==> src/tps_pkg.sv <==
`timescale 1ns / 1ps
// ----------------------------------------------------------------------------
// Triangle pixel shader package
// Shared constants for the shader pipeline and its division unit.
// ----------------------------------------------------------------------------
package tps_pkg;

    localparam int DEFAULT_MAX_DIM = 4096;

    localparam int QUOT_W = 8;
    localparam int DEFAULT_DEN_W = 2 * ($clog2(DEFAULT_MAX_DIM + 1) + 2) + 1;

    localparam int CFG_INDEX_W = 2;
    localparam int CFG_DATA_W  = 15;
    localparam int DIM_CFG_W   = 13;
    localparam int STRIDE_W    = 15;
    localparam int OFFSET_W    = 26;

    localparam logic [CFG_INDEX_W-1:0] REG_FRAME_WIDTH  = 2'd0;
    localparam logic [CFG_INDEX_W-1:0] REG_FRAME_HEIGHT = 2'd1;
    localparam logic [CFG_INDEX_W-1:0] REG_PIXEL_FORMAT = 2'd2;
    localparam logic [CFG_INDEX_W-1:0] REG_ROW_STRIDE   = 2'd3;

    localparam logic [1:0] FMT_RGB565   = 2'd0;
    localparam logic [1:0] FMT_RGB888   = 2'd1;
    localparam logic [1:0] FMT_ARGB8888 = 2'd2;

    localparam logic [DIM_CFG_W-1:0] RESET_WIDTH  = 13'd1024;
    localparam logic [DIM_CFG_W-1:0] RESET_HEIGHT = 13'd768;
    localparam logic [1:0]           RESET_FORMAT = FMT_ARGB8888;
    localparam logic [STRIDE_W-1:0]  RESET_STRIDE = 15'd4096;

    localparam logic [31:0] BG_COLOR   = 32'hff182028;
    localparam logic [7:0]  ALPHA_FULL = 8'hff;

    // Reciprocals for exact division by five and six of values below 2^19.
    localparam int          RECIP_SHIFT = 24;
    localparam int          RECIP_W     = 22;
    localparam logic [21:0] RECIP5      = 22'd3355444;
    localparam logic [21:0] RECIP6      = 22'd2796203;

endpackage

==> src/tps_div.sv <==
`timescale 1ns / 1ps
// ----------------------------------------------------------------------------
// Triangle pixel shader divider
// Pipelined restoring divider giving an eight-bit quotient, one bit a stage.
// ----------------------------------------------------------------------------
module tps_div
    import tps_pkg::*;
#(
    parameter int DEN_W = DEFAULT_DEN_W
) (
    input  logic                    aclk,
    input  logic                    en,
    input  logic [DEN_W+QUOT_W-1:0] num,
    input  logic [DEN_W-1:0]        den,
    output logic [QUOT_W-1:0]       quot
);

    localparam int NUM_W = DEN_W + QUOT_W;

    logic [NUM_W-1:0]  rem_reg   [0:QUOT_W-1];
    logic [DEN_W-1:0]  den_reg   [0:QUOT_W-1];
    logic [QUOT_W-1:0] quot_reg  [0:QUOT_W];
    logic [NUM_W-1:0]  trial     [0:QUOT_W-1];
    logic [NUM_W-1:0]  rem_next  [0:QUOT_W-1];
    logic              bit_next  [0:QUOT_W-1];

    always_comb begin
        for (int i = 0; i < QUOT_W; i++) begin
            trial[i]    = NUM_W'(den_reg[i]) << (QUOT_W - 1 - i);
            bit_next[i] = rem_reg[i] >= trial[i];
            rem_next[i] = bit_next[i] ? rem_reg[i] - trial[i] : rem_reg[i];
        end
    end

    always_ff @(posedge aclk) begin
        if (en) begin
            rem_reg[0]  <= num;
            den_reg[0]  <= den;
            quot_reg[0] <= '0;
            for (int i = 0; i < QUOT_W; i++) begin
                quot_reg[i+1] <= quot_reg[i]
                               | (QUOT_W'(bit_next[i]) << (QUOT_W - 1 - i));
                if (i < QUOT_W - 1) begin
                    rem_reg[i+1] <= rem_next[i];
                    den_reg[i+1] <= den_reg[i];
                end
            end
        end
    end

    assign quot = quot_reg[QUOT_W];

endmodule

==> config.mk <==
export PLATFORM = sky130hd
export DESIGN_NAME = tps_div
export DESIGN_NICKNAME = d
export VERILOG_FILES = /design/src/tps_pkg.sv /design/src/tps_div.sv
export SDC_FILE = /design/constraint.sdc
export NUM_CORES = 1
export LEC_CHECK = 0
export BUFFER_PORTS_ARGS = -buffer_cell sky130_fd_sc_hd__buf_2
export CAP_MARGIN = 40
export CORE_ASPECT_RATIO = 1.5
export CORE_UTILIZATION = 50
export CTS_BUF_LIST = sky130_fd_sc_hd__clkbuf_4 sky130_fd_sc_hd__clkbuf_8 sky130_fd_sc_hd__clkbuf_16
export DETAILED_ROUTE_END_ITERATION = 10
export HOLD_SLACK_MARGIN = 0.12
export PLACE_DENSITY = 0.69
export SLEW_MARGIN = 20
export SYNTH_ARGS = -nofsm -noshare
export SYNTH_HDL_FRONTEND = slang
export SYNTH_SLANG_ARGS = --single-unit
==> constraint.sdc <==
create_clock -name aclk -period 3.65 [get_ports aclk]
set_input_delay 0.5475 -clock aclk [delete_from_list [all_inputs] [get_ports aclk]]
set_output_delay 0.5475 -clock aclk [all_outputs]
set_load 0.01 [all_outputs]
======== Yosys cells after proc, flatten, opt, wreduce, memory -nomap -nowiden ========
Memories as Yosys holds them, arrays and structs flattened.
Index checks and enable logic that the tools add are counted.
storage, ports and cells
  word-level logic and storage cells ...... 35
  input bits .............................. 72
  memories ................................ 3
  register bits after elaboration ......... 0
  bits in writable memories ............... 632
cells by class
  order comparisons ....................... 8
  bitwise logic cells ..................... 8
  add/subtract/negate cells ............... 7
  muxes and demuxes ....................... 9
memories
  name      words  bits a word  rd ports  clocked after memory_dff  wr ports  RTL line       source
  rem_reg   8      39           8         0                         8         tps_div.sv:20  logic [NUM_W-1:0] rem_reg [0:QUOT_W-1];
  den_reg   8      31           8         0                         8         tps_div.sv:21  logic [DEN_W-1:0] den_reg [0:QUOT_W-1];
  quot_reg  9      8            9         0                         9         tps_div.sv:22  logic [QUOT_W-1:0] quot_reg [0:QUOT_W];
operators with widths
  operator                                      number
  two-way mux 39 bit                            7
  greater-or-equal comparator 39 x 31 -> 1 bit  1
  greater-or-equal comparator 39 x 32 -> 1 bit  1
  greater-or-equal comparator 39 x 33 -> 1 bit  1
  greater-or-equal comparator 39 x 34 -> 1 bit  1
  greater-or-equal comparator 39 x 35 -> 1 bit  1
  greater-or-equal comparator 39 x 36 -> 1 bit  1
  greater-or-equal comparator 39 x 37 -> 1 bit  1
  greater-or-equal comparator 39 x 38 -> 1 bit  1
  subtractor 39 x 32 -> 39 bit                  1
  subtractor 39 x 33 -> 39 bit                  1
  subtractor 39 x 34 -> 39 bit                  1
  subtractor 39 x 35 -> 39 bit                  1
  subtractor 39 x 36 -> 39 bit                  1
  subtractor 39 x 37 -> 39 bit                  1
  subtractor 39 x 38 -> 39 bit                  1
  OR 8 x 1 -> 8 bit                             1
  OR 8 x 2 -> 8 bit                             1
  OR 8 x 3 -> 8 bit                             1
  OR 8 x 4 -> 8 bit                             1
  OR 8 x 5 -> 8 bit                             1
  OR 8 x 6 -> 8 bit                             1
  OR 8 x 7 -> 8 bit                             1
  OR 8 bit                                      1
  two-way mux 1 bit                             2

======== Depth between registers and ports, before layout ========
An unclocked memory read counts as a cell.
  depth after elaboration ................. 3
  mapped depth ............................ 16
  mapped depth without buffers ............ 14

======== Worst setup path after synthesis ========
OpenSTA, ideal clock, no wires.
  path kind ............................... flip-flop to flip-flop
  from .................................... memory rem_reg[1][3] (netlist name)
  to ...................................... memory rem_reg[1][66] (netlist name), data pin
  period minus slack after synthesis ...... 3.476 ns
  data required time ...................... 3.388 ns
  setup slack ............................. 0.174 ns
  stages on the path, launching flop included .. 16
  arrival time ............................ 3.214 ns
  cells stage by stage .................... edfxtp_1 > inv_1 > ha_1 > inv_1 > fa_1 > a21o_1 > a221oi_2 > o31ai_2 > a31oi_4 > o31ai_2 > a21oi_2 > o22ai_2 > or3_1 > buf_2 > buf_6 > mux2_1
RTL lines
  item             RTL line
  start, declared  tps_div.sv:20

==> metrics.csv <==
metric,value,unit
crit path from,den_reg[0][0],
CP Cell Sequence,ha_2 -> inv_2 -> fa_2 -> a21o_1 -> a311o_1 -> a21oi_4 -> o21ai_4 -> a31oi_1 -> buf_4 -> o41ai_4 -> nand4_1 -> o311a_4 -> clkbuf_16 -> mux2_4,
largest net degree at the start of global routing,92,
sequential fraction of design power,35.6,%
"antenna viol nets, final",0,
CTS Root Cell,clkbuf_16,
Yosys Warn Count,0,
Psw,10.6,mW
H-tree depth,2,
HPWL after DPL,62.3,mm
die area,0.0689,sq mm
CTS Buf Count,57,
combinational power share,43.2,%
clock share of power,21.2,%
setup violators final,0,
drt pass-1 iters,5,
DR WL/cell,18.4,microns
routability cong.,0.991,
"Worst Setup Slack, final",0.0108,ns
Syn Nets,3432,
total grt overflow,0,
Worst-Margin Slew,0.748,ns
Boundary Pins,80,
Worst Hold Class,flip-flop to flip-flop,
FF-to-FF Start,den_reg[0][0],
status,completed,
Area contributors post-synth,"edfxtp_1, ha_1, a21oi_1",
CTS max path bufs,3,
CTS tree,built,
Peak VDD IR,0.458,mV
flop2flop setup slack,0.01,ns
row count,116,
antenna violations before repair,1,
clk_lat worst skew,0.66,ns
Critical Path Stages,14,
crit path to,rem_reg[0][47],
antenna cells,0,
max FFs per register,312,
Hold Fails Final Rpt,0,
WP buf/inv,3,
Max Cap Viol,0,
register area share after synthesis,52.8,%
Async SR Flop Fraction,0,%
Die H,321,microns
Worst path max stage delay,0.43,ns
area fraction of the dominant cell type after synthesis,52.8,%
RR Endpoint,rem_reg[0][47],
Placed Cells,4183,
dominant synthesized flop cell,edfxtp_1,
worst reg-to-reg path cell count,14,
routed wire length,80.4,mm
Yosys top cell by area,edfxtp_1,
"Min Clock Period, post-route",3.64,ns
crit path max fanout,4,
layout cell share with drive strength beyond 1,15.1,%
I/O Buffers,79,
Int Pwr,19.3,mW
HP Start,quot_reg[0][15],
non-filler instance count after layout,4378,
clock sink count,596,
clock-pin slew on the worst setup and hold paths,0.06,ns
cell area after synthesis,0.0339,sq mm
dpl ws,-0.126,ns
Via density,5.49,
Worst Skew,0.0296,ns
Critical Path AT,4.05,ns
most frequent cells in the layout,"edfxtp_1, inv_1, nand2_1",
fin. max-slew vios,0,
vias in the first global route,25400,
Area Growth Syn to Fin,18.5,%
Netlist cell types,90,
"commonest non-fill, non-tap cell in the layout",edfxtp_1,
Core ar.,0.0669,sq mm
number of synthesized flops with an enable pin,596,
Starting Density,50.7,%
sw frac,35.5,%
worst relative slew slack,49.5,%
WP data required,4.06,ns
setup_tns,0,ns
first-pass GRT wire length,126,mm
Total Nets Final,3776,
RSZ-0062 raised after global routing,true,
Via Count,24000,
initial DRC count,1225,
Global Route Usage Sum,23.3,%
final period utilization,99.7,%
critical path startpoint category,flip-flop,
CP Class,flip-flop to flip-flop,
#FFs+latches synth,596,
Util after Layout,60.1,%
Peak Freq,275,MHz
DIE WIDTH,215,microns
drc violations,0,
PD cells,744,mW/mm^2
Syn Inst Count,3105,
syn_area_per_cell,10.9,sq um
Leak,16.6,nW
CP max-delay cell,o311a_4,
family with the most delay on the worst path,compound AO/OA/AOI/OAI gates,
CP Capture Type,flip-flop,
-- power by group through the flow --
stage | Combinational (mW) | Clock (mW) | Sequential, mW
detailed placement | 12.3 | 0 | 10.8
CTS | 12.6 | 6.46 | 10.6
finish | 12.9 | 6.33 | 10.6
global route | 14.3 | 6.69 | 10.8
global placement | 12.1 | 0 | 10.7
floorplan | 8.62 | 0 | 10.4
-- synthesized netlist by cell type (34+ instances only) --
library cell  count
o21bai_1         34
a21o_1          128
a21oi_1         264
xnor2_1         117
ha_1            248
xor2_1           93
clkbuf_1         74
nand4_1          44
nand3_1          55
nand2_1         266
edfxtp_1        596
o21ai_0         243
inv_1           319
nand2b_1         37
nor2_1          145
-- logic make-up after synthesis --
kind of cell	count (synthesis)	synth area share (%)
buffers and inverters	414	4.73
XOR/XNOR	210	5.42
AND/OR/NAND/NOR	719	10.1
multiplexers	33	1.08
flip-flops	596	52.8
AO/OA/AOI/OAI	878	16.3
adder cells (fa/ha/maj)	255	9.57
-- how the worst min path moves through the flow --
stage                       to  cells after the start
2_1_floorplan  quot_reg[0][23]                      0
5_1_grt         rem_reg[0][34]                      1
3_5_place_dp   quot_reg[0][55]                      0
4_1_cts         den_reg[1][30]                      1
6_report       quot_reg[0][23]                      0
3_3_place_gp   quot_reg[0][69]                      0
-- per-stage QoR --
step | hold WS (ns) | total power [mW] | cell area, sq um
floorplan | 0.400 | 19.0 | 33900
global placement | 0.400 | 22.9 | 36800
detailed placement | 0.405 | 23.1 | 36800
CTS | 0.398 | 29.7 | 39600
global route | 0.420 | 31.8 | 40200
finish | 0.414 | 29.9 | 40200
-- cell type report --
type / count / area, sq um
Tap cell: 885 / 1110
Multi-Input combinational cell: 2095 / 14800
Fill cell: 5421 / 26700
Sequential cell: 596 / 17900
Inverter: 321 / 1210
Timing Repair Buffer: 378 / 3100
Clock buffer: 60 / 1450
Clock inverter: 43 / 581
-- metal layers --
metal / vias to the layer above / track usage (%) / part of all wire [%] / wire length (microns)
li1: 12000 / - / - / -
met2: 547 / 46.2 / 55 / 44400
met3: 267 / 2.59 / 2.6 / 2120
met5: - / 0 / 0 / 0
met1: 11200 / 21.0 / 34 / 27200
met4: 0 / 18.3 / 8.3 / 6660
-- repair_timing --
item	4_1_cts	5_1_grt
hold buffers	70	0
pin swaps	7	42
resized for setup	24	97
gates cloned	0	4
buffers inserted	1	18
endpoints found under the setup margin	70	128
hold endpoints to repair	70	0
(Power assumes the default switching activity.)
